<file path="src/hdl/les_pkg.sv">
// Types, constants and register indexes of the error statistics block.
package les_pkg;
  localparam int unsigned IndexBitsDefault = 32;
  localparam logic [31:0] RelBoundReset = 32'd168;
  localparam logic [31:0] AbsBoundReset = 32'd3277;
  localparam int unsigned QueueDepth = 2;

  typedef enum logic {
    REG_REL_BOUND = 1'b0,
    REG_ABS_BOUND = 1'b1
  } cfg_reg_e;

  typedef enum logic [1:0] {
    FRONT_IDLE,
    FRONT_DIV,
    FRONT_PUSH
  } front_state_e;

  typedef struct packed {
    logic signed [31:0] original_value;
    logic signed [31:0] reconstructed_value;
    logic               last_item;
  } in_t;

  typedef struct packed {
    logic        [32:0] worst_abs_error;
    logic        [31:0] worst_rel_error;
    logic        [31:0] max_rel_index;
    logic signed [31:0] max_rel_original;
    logic signed [31:0] max_rel_reconstructed;
    logic        [31:0] rel_violations;
    logic        [31:0] abs_violations;
    logic        [31:0] peak_magnitude;
    logic signed [31:0] min_original;
    logic signed [31:0] max_original;
    logic        [63:0] sum_squared_error;
    logic        [31:0] item_total;
  } out_t;

  typedef struct packed {
    logic signed [31:0] orig;
    logic signed [31:0] recon;
    logic               last;
    logic        [32:0] abs_err;
    logic        [31:0] mag;
    logic        [31:0] rel;
    logic        [63:0] sq;
  } item_t;
endpackage

</file>
<file path="src/hdl/les_front.sv">
// Front end: takes a sample pair, forms its errors and divides out the relative error.
module les_front (
  input  logic              clk_i,
  input  logic              rst_ni,
  input  logic              push,
  input  les_pkg::in_t      data_i,
  output logic              full,
  output logic              item_valid_o,
  output les_pkg::item_t    item_o,
  input  logic              item_ready_i
);
  import les_pkg::*;

  front_state_e state_q, state_d;
  logic [4:0]  cnt_q, cnt_d;
  logic [31:0] rem_q, rem_d;
  logic [31:0] quo_q, quo_d;
  logic signed [31:0] orig_q, recon_q;
  logic        last_q;
  logic [32:0] abs_q, abs_in;
  logic [31:0] mag_q, mag_in;
  logic [63:0] sq_q;
  logic signed [32:0] diff;
  logic [32:0] trial;
  logic        sat;
  logic        load;

  assign diff   = 33'(data_i.original_value) - 33'(data_i.reconstructed_value);
  assign abs_in = diff[32] ? 33'(-diff) : 33'(diff);
  assign mag_in = data_i.original_value[31] ? 32'(-33'(data_i.original_value))
                                            : 32'(data_i.original_value);
  assign trial  = {rem_q, quo_q[31]};
  assign sat    = {8'd0, abs_q} >= {1'b0, mag_q, 8'd0};
  assign load   = push && !full;

  always_comb begin
    state_d      = state_q;
    cnt_d        = cnt_q;
    rem_d        = rem_q;
    quo_d        = quo_q;
    full         = 1'b1;
    item_valid_o = 1'b0;
    unique case (state_q)
      FRONT_IDLE: begin
        full = 1'b0;
        if (load) begin
          state_d = FRONT_DIV;
          cnt_d   = '0;
          rem_d   = 32'(abs_in >> 8);
          quo_d   = {abs_in[7:0], 24'd0};
        end
      end
      FRONT_DIV: begin
        if (trial >= {1'b0, mag_q}) begin
          rem_d = 32'(trial - {1'b0, mag_q});
          quo_d = {quo_q[30:0], 1'b1};
        end else begin
          rem_d = trial[31:0];
          quo_d = {quo_q[30:0], 1'b0};
        end
        cnt_d = cnt_q + 5'd1;
        if (cnt_q == 5'd31) begin
          state_d = FRONT_PUSH;
        end
      end
      FRONT_PUSH: begin
        item_valid_o = 1'b1;
        if (item_ready_i) begin
          state_d = FRONT_IDLE;
        end
      end
      default: state_d = FRONT_IDLE;
    endcase
  end

  always_comb begin
    item_o.orig    = orig_q;
    item_o.recon   = recon_q;
    item_o.last    = last_q;
    item_o.abs_err = abs_q;
    item_o.mag     = mag_q;
    item_o.sq      = sq_q;
    if (mag_q == '0) begin
      item_o.rel = '0;
    end else if (sat) begin
      item_o.rel = '1;
    end else begin
      item_o.rel = quo_q;
    end
  end

  always_ff @(posedge clk_i or negedge rst_ni) begin
    if (!rst_ni) begin
      state_q <= FRONT_IDLE;
    end else begin
      state_q <= state_d;
    end
  end

  always_ff @(posedge clk_i) begin
    cnt_q <= cnt_d;
    rem_q <= rem_d;
    quo_q <= quo_d;
    sq_q  <= abs_q[32] ? '1 : 64'(abs_q[31:0] * abs_q[31:0]);
    if (load) begin
      orig_q  <= data_i.original_value;
      recon_q <= data_i.reconstructed_value;
      last_q  <= data_i.last_item;
      abs_q   <= abs_in;
      mag_q   <= mag_in;
    end
  end
endmodule

</file>
<file path="src/hdl/les_queue.sv">
// Short queue that decouples the front end from the accumulating back end.
module les_queue (
  input  logic           clk_i,
  input  logic           rst_ni,
  input  logic           wr_valid_i,
  output logic           wr_ready_o,
  input  les_pkg::item_t wr_item_i,
  output logic           rd_valid_o,
  input  logic           rd_ready_i,
  output les_pkg::item_t rd_item_o
);
  import les_pkg::*;

  localparam int unsigned PtrW = $clog2(QueueDepth);

  item_t          mem_q [QueueDepth];
  logic [PtrW-1:0] wr_ptr_q, rd_ptr_q;
  logic [PtrW:0]   fill_q;
  logic            wr_en, rd_en;

  assign wr_ready_o = fill_q != (PtrW+1)'(QueueDepth);
  assign rd_valid_o = fill_q != '0;
  assign wr_en      = wr_valid_i && wr_ready_o;
  assign rd_en      = rd_valid_o && rd_ready_i;
  assign rd_item_o  = mem_q[rd_ptr_q];

  always_ff @(posedge clk_i or negedge rst_ni) begin
    if (!rst_ni) begin
      wr_ptr_q <= '0;
      rd_ptr_q <= '0;
      fill_q   <= '0;
    end else begin
      if (wr_en) begin
        wr_ptr_q <= (wr_ptr_q == PtrW'(QueueDepth - 1)) ? '0 : wr_ptr_q + PtrW'(1);
      end
      if (rd_en) begin
        rd_ptr_q <= (rd_ptr_q == PtrW'(QueueDepth - 1)) ? '0 : rd_ptr_q + PtrW'(1);
      end
      if (wr_en && !rd_en) begin
        fill_q <= fill_q + (PtrW+1)'(1);
      end else if (rd_en && !wr_en) begin
        fill_q <= fill_q - (PtrW+1)'(1);
      end
    end
  end

  always_ff @(posedge clk_i) begin
    if (wr_en) begin
      mem_q[wr_ptr_q] <= wr_item_i;
    end
  end
endmodule

</file>
<file path="src/hdl/les_back.sv">
// Back end: folds each classified pair into the statistics and emits the totals.
module les_back #(
  parameter int unsigned INDEX_BITS = les_pkg::IndexBitsDefault
) (
  input  logic           clk_i,
  input  logic           rst_ni,
  input  logic           cfg_we_i,
  input  logic           cfg_index_i,
  input  logic [31:0]    cfg_data_i,
  input  logic           item_valid_i,
  output logic           item_ready_o,
  input  les_pkg::item_t item_i,
  output logic           empty,
  input  logic           pop,
  output les_pkg::out_t  data_o
);
  import les_pkg::*;

  logic [31:0]          rel_bound_q, abs_bound_q;
  logic [32:0]          best_abs_q, best_abs_d;
  logic [31:0]          best_rel_q, best_rel_d;
  logic [INDEX_BITS-1:0] best_idx_q, best_idx_d;
  logic signed [31:0]   best_orig_q, best_orig_d, best_recon_q, best_recon_d;
  logic [31:0]          rel_cnt_q, rel_cnt_d, abs_cnt_q, abs_cnt_d;
  logic [31:0]          peak_q, peak_d;
  logic signed [31:0]   low_q, low_d, high_q, high_d;
  logic [63:0]          ssum_q, ssum_d;
  logic [64:0]          ssum_ext;
  logic [31:0]          pairs_q, pairs_d;
  logic                 seen_q;
  logic [INDEX_BITS+31:0] idx_ext, idx_out;
  logic                 take;
  logic                 out_valid_q;
  out_t                 out_q;

  assign item_ready_o = !item_i.last || !out_valid_q;
  assign take         = item_valid_i && item_ready_o;
  assign empty        = !out_valid_q;
  assign data_o       = out_q;
  assign idx_ext      = (INDEX_BITS+32)'(pairs_q);
  assign idx_out      = (INDEX_BITS+32)'(best_idx_d);
  assign ssum_ext     = {1'b0, ssum_q} + {1'b0, item_i.sq};

  always_comb begin
    best_rel_d   = best_rel_q;
    best_idx_d   = best_idx_q;
    best_orig_d  = best_orig_q;
    best_recon_d = best_recon_q;
    if (!seen_q || item_i.rel > best_rel_q) begin
      best_rel_d   = item_i.rel;
      best_idx_d   = idx_ext[INDEX_BITS-1:0];
      best_orig_d  = item_i.orig;
      best_recon_d = item_i.recon;
    end
    rel_cnt_d  = (item_i.rel > rel_bound_q && rel_cnt_q != '1) ? rel_cnt_q + 32'd1 : rel_cnt_q;
    abs_cnt_d  = (item_i.abs_err > {1'b0, abs_bound_q} && abs_cnt_q != '1)
               ? abs_cnt_q + 32'd1 : abs_cnt_q;
    best_abs_d = (item_i.abs_err > best_abs_q) ? item_i.abs_err : best_abs_q;
    peak_d     = (item_i.mag > peak_q) ? item_i.mag : peak_q;
    low_d      = (item_i.orig < low_q) ? item_i.orig : low_q;
    high_d     = (item_i.orig > high_q) ? item_i.orig : high_q;
    ssum_d     = ssum_ext[64] ? '1 : ssum_ext[63:0];
    pairs_d    = (pairs_q != '1) ? pairs_q + 32'd1 : pairs_q;
  end

  always_ff @(posedge clk_i or negedge rst_ni) begin
    if (!rst_ni) begin
      rel_bound_q  <= RelBoundReset;
      abs_bound_q  <= AbsBoundReset;
      out_valid_q  <= 1'b0;
      seen_q       <= 1'b0;
      best_abs_q   <= '0;
      best_rel_q   <= '0;
      best_idx_q   <= '0;
      best_orig_q  <= '0;
      best_recon_q <= '0;
      rel_cnt_q    <= '0;
      abs_cnt_q    <= '0;
      peak_q       <= '0;
      low_q        <= 32'sh7FFF_FFFF;
      high_q       <= 32'sh8000_0000;
      ssum_q       <= '0;
      pairs_q      <= '0;
    end else begin
      if (cfg_we_i) begin
        unique case (cfg_index_i)
          REG_REL_BOUND: rel_bound_q <= cfg_data_i;
          REG_ABS_BOUND: abs_bound_q <= cfg_data_i;
          default: ;
        endcase
      end
      if (pop && out_valid_q) begin
        out_valid_q <= 1'b0;
      end
      if (take) begin
        if (item_i.last) begin
          out_valid_q  <= 1'b1;
          seen_q       <= 1'b0;
          best_abs_q   <= '0;
          best_rel_q   <= '0;
          best_idx_q   <= '0;
          best_orig_q  <= '0;
          best_recon_q <= '0;
          rel_cnt_q    <= '0;
          abs_cnt_q    <= '0;
          peak_q       <= '0;
          low_q        <= 32'sh7FFF_FFFF;
          high_q       <= 32'sh8000_0000;
          ssum_q       <= '0;
          pairs_q      <= '0;
        end else begin
          seen_q       <= 1'b1;
          best_abs_q   <= best_abs_d;
          best_rel_q   <= best_rel_d;
          best_idx_q   <= best_idx_d;
          best_orig_q  <= best_orig_d;
          best_recon_q <= best_recon_d;
          rel_cnt_q    <= rel_cnt_d;
          abs_cnt_q    <= abs_cnt_d;
          peak_q       <= peak_d;
          low_q        <= low_d;
          high_q       <= high_d;
          ssum_q       <= ssum_d;
          pairs_q      <= pairs_d;
        end
      end
    end
  end

  always_ff @(posedge clk_i) begin
    if (take && item_i.last) begin
      out_q.worst_abs_error       <= best_abs_d;
      out_q.worst_rel_error       <= best_rel_d;
      out_q.max_rel_index         <= idx_out[31:0];
      out_q.max_rel_original      <= best_orig_d;
      out_q.max_rel_reconstructed <= best_recon_d;
      out_q.rel_violations        <= rel_cnt_d;
      out_q.abs_violations        <= abs_cnt_d;
      out_q.peak_magnitude        <= peak_d;
      out_q.min_original          <= low_d;
      out_q.max_original          <= high_d;
      out_q.sum_squared_error     <= ssum_d;
      out_q.item_total            <= pairs_d;
    end
  end
endmodule

</file>
<file path="src/hdl/lossy_error_stats_accumulator.sv">
// Top level of the error statistics block for original and reconstructed samples.
// Input channel: data_i carries one pair of signed Q16.16 samples per beat, taken
// when push is high and full is low. A beat with last_item set closes the run.
// Result channel: one beat of totals per run, shown on data_o while empty is low
// and taken when pop is high. Runs without last_item produce no beat.
// Configuration: cfg_we_i writes cfg_data_i to register cfg_index_i
// (0 relative bound, 1 absolute bound); write only while the block is idle.
// The bit-serial divider of the front end takes a new pair only once the last is
// handed on: a load step, 32 quotient steps and a hand-over step that may stall.
// The totals appear once the closing pair has passed divider, queue and back end.
// A two-entry queue separates the divider from the accumulators, so a stalled
// result only holds back the back end once a second closing pair arrives.
// Reset clears the statistics, empties the queue and restores the bounds.
module lossy_error_stats_accumulator #(
  parameter int unsigned INDEX_BITS = les_pkg::IndexBitsDefault
) (
  input  logic          clk_i,
  input  logic          rst_ni,
  input  logic          push,
  output logic          full,
  input  les_pkg::in_t  data_i,
  output logic          empty,
  input  logic          pop,
  output les_pkg::out_t data_o,
  input  logic          cfg_we_i,
  input  logic          cfg_index_i,
  input  logic [31:0]   cfg_data_i
);
  import les_pkg::*;

  logic  f_valid, f_ready, b_valid, b_ready;
  item_t f_item, b_item;

  les_front u_front (
    .clk_i, .rst_ni, .push, .data_i, .full,
    .item_valid_o(f_valid), .item_o(f_item), .item_ready_i(f_ready)
  );

  les_queue u_queue (
    .clk_i, .rst_ni,
    .wr_valid_i(f_valid), .wr_ready_o(f_ready), .wr_item_i(f_item),
    .rd_valid_o(b_valid), .rd_ready_i(b_ready), .rd_item_o(b_item)
  );

  les_back #(.INDEX_BITS(INDEX_BITS)) u_back (
    .clk_i, .rst_ni, .cfg_we_i, .cfg_index_i, .cfg_data_i,
    .item_valid_i(b_valid), .item_ready_o(b_ready), .item_i(b_item),
    .empty, .pop, .data_o
  );
endmodule

</file>
<file path="config.mk">
export PLATFORM = sky130hd
export DESIGN_NAME = lossy_error_stats_accumulator
export DESIGN_NICKNAME = d
export VERILOG_FILES = /design/src/hdl/les_pkg.sv /design/src/hdl/les_front.sv /design/src/hdl/les_queue.sv /design/src/hdl/les_back.sv /design/src/hdl/lossy_error_stats_accumulator.sv
export SDC_FILE = /design/constraint.sdc
export NUM_CORES = 2
export LEC_CHECK = 0
export ABC_AREA = 1
export ABC_CLOCK_PERIOD_IN_PS = 19100
export BUFFER_PORTS_ARGS = -buffer_cell sky130_fd_sc_hd__buf_4
export CORE_UTILIZATION = 57
export DETAILED_ROUTE_END_ITERATION = 8
export PLACE_DENSITY = 0.78
export SYNTH_ARGS = -nofsm -noshare
export SYNTH_HDL_FRONTEND = slang
export SYNTH_SLANG_ARGS = --single-unit
</file>
<file path="constraint.sdc">
create_clock -name clk_i -period 19.1 [get_ports clk_i]
set_input_delay 1.91 -clock clk_i [delete_from_list [all_inputs] [get_ports clk_i]]
set_output_delay 1.91 -clock clk_i [all_outputs]
set_load 0.02 [all_outputs]
</file>
# Yosys cells after proc, flatten, opt, wreduce, memory -nomap -nowiden
# Memories as Yosys holds them, arrays and structs flattened.
# Index checks and enable logic that the tools add are counted.
# op_classes
n_mul	1
n_lt_le_gt_ge	9
n_mux	52
eq_ne	10
bitwise	1
addsub	13
n_reduce_logical	25
# ops
cell	count
2-to-1 mux 32 bit	25
greater-than comparator 32 bit	4
2-to-1 mux 64 bit	2
case mux 32 bit (2 select lines)	2
2-to-1 mux 33 bit	3
adder 32 x 1 -> 32 bit, second input constant	3
!= test 32 bit, second input constant	3
adder 64 x 64 -> 65 bit	1
multiplier 32 x 32 -> 64 bit	1
>= comparator 33 x 40 -> 1 bit	1
>= comparator 33 x 32 -> 1 bit	1
greater-than comparator 33 x 32 -> 1 bit	1
greater-than comparator 33 bit	1
negator 33 bit	1
subtractor 32 x 32 -> 33 bit	1
logical NOT 32 bit	1
less-than comparator 32 bit	1
negator 32 bit	1
subtractor 32 bit	1
2-to-1 mux 31 bit	1
2-to-1 mux 1 bit	11
2-to-1 mux 2 bit	5
case mux 5 bit (2 select lines)	1
logical AND 1 bit	9
other kinds (18)	30
# word_totals
memories	1
output_inout_bits	419
word_cells	154
reg_bits	1169
ramBits	452
# mem_list
memory	depth	word_bits	read_ports	rd_ports_with_merged_regs	wr	line_no	source
u_queue.mem_q	2	226	1	0	1	les_queue.sv:16	item_t mem_q [QueueDepth];

# Longest topological paths before layout
# depth
depth_word	7
mapped_depth	33

# Cells and area by module
# Synthesis repeated with hierarchy kept, for this count alone.
# hier_totals
cells_unflattened	13051
area_unflattened_um2	113599.0
# by_module_without_submodules
mod	cells_per_inst	area_each_um2	n_inst
les_back	6263	51110.3	1
les_front	5579	45874.0	1
les_queue	1209	16614.7	1

# Worst setup path before layout
# OpenSTA, ideal clock, no wires.
# synth_path
path_kind	flip-flop to flip-flop
start	register u_queue.rd_ptr_q
end	register u_back.out_q, in the netlist u_back.data_o[0] (enable)
stages_incl_launch_ff	9
path_slack_ps	-847
arrival_time_ps	18742
setup_ps	1205
n_path_buf	3
required_ps	17895
path_cell_list	dfrtp_1 -> buf_2 -> mux2i_1 -> o21ai_1 -> inv_2 -> nor2_2 -> clkbuf_1 -> buf_2 -> nor2_1
# synth_via
elab_chain_cells	5
# synth_lines
item	line_no	source
start: declaration	les_queue.sv:17	logic [PtrW-1:0] wr_ptr_q, rd_ptr_q;
start signal: assignment	les_queue.sv:37	rd_ptr_q <= (rd_ptr_q == PtrW'(QueueDepth - 1)) ? '0 : rd_ptr_q + PtrW'(1);
memory (2 x 226 bit) (*)	n/a	
logical NOT 1 bit	les_back.sv:36	assign item_ready_o = !item_i.last || !out_valid_q;
logical OR 1 bit	les_back.sv:36	
logical AND 1 bit	les_back.sv:37	assign take = item_valid_i && item_ready_o;
logical AND 1 bit (*)	les_back.sv:131	if (take && item_i.last) begin
end: declaration	les_back.sv:34	out_t out_q;
# Mark *: on every way between the ends. The rest lies on a longest branch, timed or not.
# A chain may end at the register's enable or synchronous reset.

# Final worst setup path
# layout_path
start	register u_front.abs_q[14]
end	register u_front.sq_q[43]
# layout_via
elab_chain_cells	1
# layout_lines
item	line_no	source
start: declaration	les_front.sv:20	logic [32:0] abs_q, abs_in;
start signal: assignment	les_front.sv:109	abs_q <= abs_in;
multiplier 32 x 32 -> 64 bit	les_front.sv:104	sq_q <= abs_q[32] ? '1 : 64'(abs_q[31:0] * abs_q[31:0]);
end signal: assignment	les_front.sv:104	
end: declaration	les_front.sv:22	logic [63:0] sq_q;
# No other way between the ends.

==> run_results.csv <==
group,metric,value,unit
finish,drive_above_1_share,0.0921,
route,dr.pass1.iters,7,
worst_setup_path,r2r_setup_slack,10750,ps
logic_synthesis,synth_top_cell_area_share,0.284,
die,die_w,446,um
finish,multi_input_area,56100,sq um
worst_setup_path,cp-endpoint,"u_front.sq_q[43]",
clocking,cts.repair.resized,0,
logic_synthesis,synth-seq-cells,1618,
logic_synthesis,synth_top_family_by_area,"adder cells",
clocking,clockBufferDepth,3,
logic_synthesis,post-synth-top-count-cell,"nand2_1",
logic_synthesis,synth_adder_area_share,0.218,
clocking,clk_latency,840,ps
logic_synthesis,yosysSeqAreaShare,0.405,
die,start_util,0.575,
logic_synthesis,yosysTopAreaCell,"edfxtp_1",
worst_hold_path,hold_path.class,"register to register",
clocking,clkSlewWorstSetupHoldPaths,60,ps
clocking,cts-root-buf,"clkbuf_16",
finish,nNetsFinal,14600,
place,placed_cell_area,119000,sq um
route,post_drt_wl_per_cell,21.2,um
timing,min_period_over_period,0.437,
clocking,cts_hold_buf,0,
worst_setup_path,required,19850,ps
die,fp.coreArea,196000,sq um
clocking,cts_tree,"yes",
worst_setup_path,cp-start-kind,"register",
timing,final.setup.tns,0,ps
worst_setup_path,reg2reg_from,"u_front.abs_q[14]",
worst_setup_path,worst-r2r-cell-count,28,
logic_synthesis,synthXorXnorAreaFrac,0.0203,
route,route.detailed.drc,0,
worst_setup_path,end_kind,"register",
timing,drv_slew,0,
worst_setup_path,worst_path_max_delay_cell,"edfxtp_1",
route,wl,335000,um
finish,regArea,45600,sq um
logic_synthesis,synth.avg_cell_area,8.91,sq um
outcome,status,"finished, final reports clean",
place,dpl.hpwl,252000,um
logic_synthesis,synth_ff_type,"edfxtp_1",
global_routing,grt_pass1_vias,88800,
logic_synthesis,synth.mux.area_fraction,0.000267,
route,dr_total_vias,88300,
route,drt_iter0_markers,8624,
logic_synthesis,synth_compound_area_frac,0.0629,
timing,timing.hold.ws,422,ps
global_routing,grt.overflow.total,0,
worst_setup_path,critPathMaxFanout,21,
die,std_cell_rows,162,
timing,slew_headroom,0.141,
timing,rsz0062_at_grt,"false",
logic_synthesis,postSynthCellCount,12600,
worst_setup_path,cpMostUsedCell,"fa_1",
clocking,htree_num_levels,4,
die,ioPinCount,522,
clocking,numCtsBuffers,166,
logic_synthesis,ys_top_cells_by_area,"edfxtp_1, fa_1, nand2_1",
global_routing,antenna_found_initial,23,
worst_setup_path,crit-reg2reg-capture,"u_front.sq_q[43]",
timing,skew,78.0,ps
timing,setup_viol,0,
timing,fmax,120,MHz
flow_run,cap_violations,0,
logic_synthesis,ys_types,63,
logic_synthesis,ys_top_cells_by_count,"nand2_1, inv_1, edfxtp_1",
worst_setup_path,crit_path_max_incr_delay,1150,ps
logic_synthesis,synthArstFlopShare,0.302,
clocking,cts.sinks,1618,
worst_setup_path,critical_path_arrival,9110,ps
logic_synthesis,yosysWarningCount,0,
worst_setup_path,crit_start,"u_front.abs_q[14]",
global_routing,grt_start_max_net_pins,164,
logic_synthesis,synth_edf_count,1065,
place,place.port_buffers,521,
logic_synthesis,synthSimpleGateAreaFrac,0.197,
logic_synthesis,syn-cell-area,113000,sq um
finish,fillers,15900,
clocking,postCtsSetupRepairBufs,0,
worst_setup_path,path_class,"register to register",
place,gp_congestion,1.00,
timing,hold_viol_final,0,
die,dieArea,199000,sq um
global_routing,grt_pass1_wl,512000,um
timing,worst_pin_slew,1290,ps
die,die_h,446,um
timing,min_period,8350,ps
worst_hold_path,hold_depth,0,
route,ant_nets,0,
finish,final_util,0.638,
global_routing,grt_util_all_layers,0.337,
finish,fin_area,125000,sq um
finish,area_growth,10.9,%
logic_synthesis,syn-num-nets,14200,
route,routed_via_density,5.59,
-- placed cells by master, fill, tap and decap left out, drive strengths merged, types with 5 or more instances in the layout --
cell type,synthesis,routed
nand2,3180,3180
inv,2482,2492
edfxtp,1065,1065
fa,795,795
ha,685,685
nand3,640,640
o21ai,627,627
buf,123,606
nor2,554,554
dfrtp,447,447
a21oi,395,395
clkbuf,268,214
xor2,194,194
and2,172,172
or2,163,163
nand4,124,124
nand3b,117,117
nor3,112,112
dfxtp,64,64
xnor2,59,59
clkinv,0,58
o21a,49,49
nor4,49,49
o21bai,45,45
dfstp,42,42
a21o,37,37
a31oi,30,30
o211ai,25,25
bufinv,0,23
diode,0,21
a211oi,17,17
a31o,11,11
a21boi,11,11
clkinvlp,0,8
o221ai,7,7
o22ai,7,7
o2111ai,6,6
a221oi,5,5
-- cell type report --
type                       instances  area share
timing repair buffer             606      0.0369
clock buffer                     214      0.0364
antenna                           21    0.000421
sequential                      1618       0.365
inverter                        2482      0.0748
clock inverter                    99      0.0102
multi-input combinational       8140       0.450
tap                             2624      0.0263
-- through the flow --
| stage | worst slack [ps] | instances |
|---|---|---|
| 3_3_place_gp | 10930 | 15500 |
| 5_1_grt | 10290 | 15800 |
| 3_5_place_dp | 10840 | 15500 |
| 4_1_cts | 10750 | 15800 |
| 2_1_floorplan | 6200 | 12600 |
| 6_report | 10750 | 15800 |
-- registers in the layout, summed over array words and instances, names as in the netlist, 32 cells and up --
name,count
u_back.abs_bound_q,32
u_back.abs_cnt_q,32
u_back.best_abs_q,33
u_back.best_idx_q,32
u_back.best_orig_q,32
u_back.best_recon_q,32
u_back.best_rel_q,32
u_back.data_o,417
u_back.high_q,32
u_back.low_q,32
u_back.pairs_q,32
u_back.peak_q,32
u_back.rel_bound_q,32
u_back.rel_cnt_q,32
u_back.ssum_q,64
u_front.abs_q,33
u_front.mag_q,32
u_front.quo_q,32
u_front.recon_q,32
u_front.rem_q,32
u_front.sq_q,64
u_queue.mem_q,450
-- metal layers --
metal / global-route usage / up-vias / routed length (um)
met5: 0 / - / 20
met4: 0.159 / 4 / 16800
met3: 0.0577 / 792 / 29600
met2: 0.534 / 4062 / 154000
met1: 0.453 / 42800 / 134000
li1: - / 40700 / -
-- how the worst min path moves through the flow --
stage	slack, ps	from	endpoint
6_report	420	u_front.sq_q[18]	u_queue.mem_q[0][18]
5_1_grt	430	u_front.sq_q[5]	u_queue.mem_q[1][5]
4_1_cts	420	u_front.sq_q[18]	u_queue.mem_q[0][18]
3_5_place_dp	410	u_front.sq_q[5]	u_queue.mem_q[0][5]
3_3_place_gp	410	u_front.sq_q[17]	u_queue.mem_q[0][17]
2_1_floorplan	400	u_front.sq_q[0]	u_queue.mem_q[0][0]
-- cell families (layout without fill, tap and decap cells) --
family,Yosys count,in the layout
adders and majority gates,1480,1480
and+or+nand+nor,5124,5124
buffers and inverters,2873,3401
xor gates and xnor gates,253,253
muxes,3,3
AOI/OAI and AO/OA,1280,1280
other,0,21
DFF,1618,1618
-- worst max-delay path: cells and delay by family (launching register included) --
family	cells	cell delay, ps
AO/OA/AOI/OAI	5	990
XOR/XNOR	1	210
buffers and inverters	7	880
adder cells (fa/ha/maj)	9	4160
flip-flops	1	1150
AND/OR/NAND/NOR	6	880
Power is not shown: default switching activity piles up to over one toggle a cycle in this logic, so the estimate is an artifact.
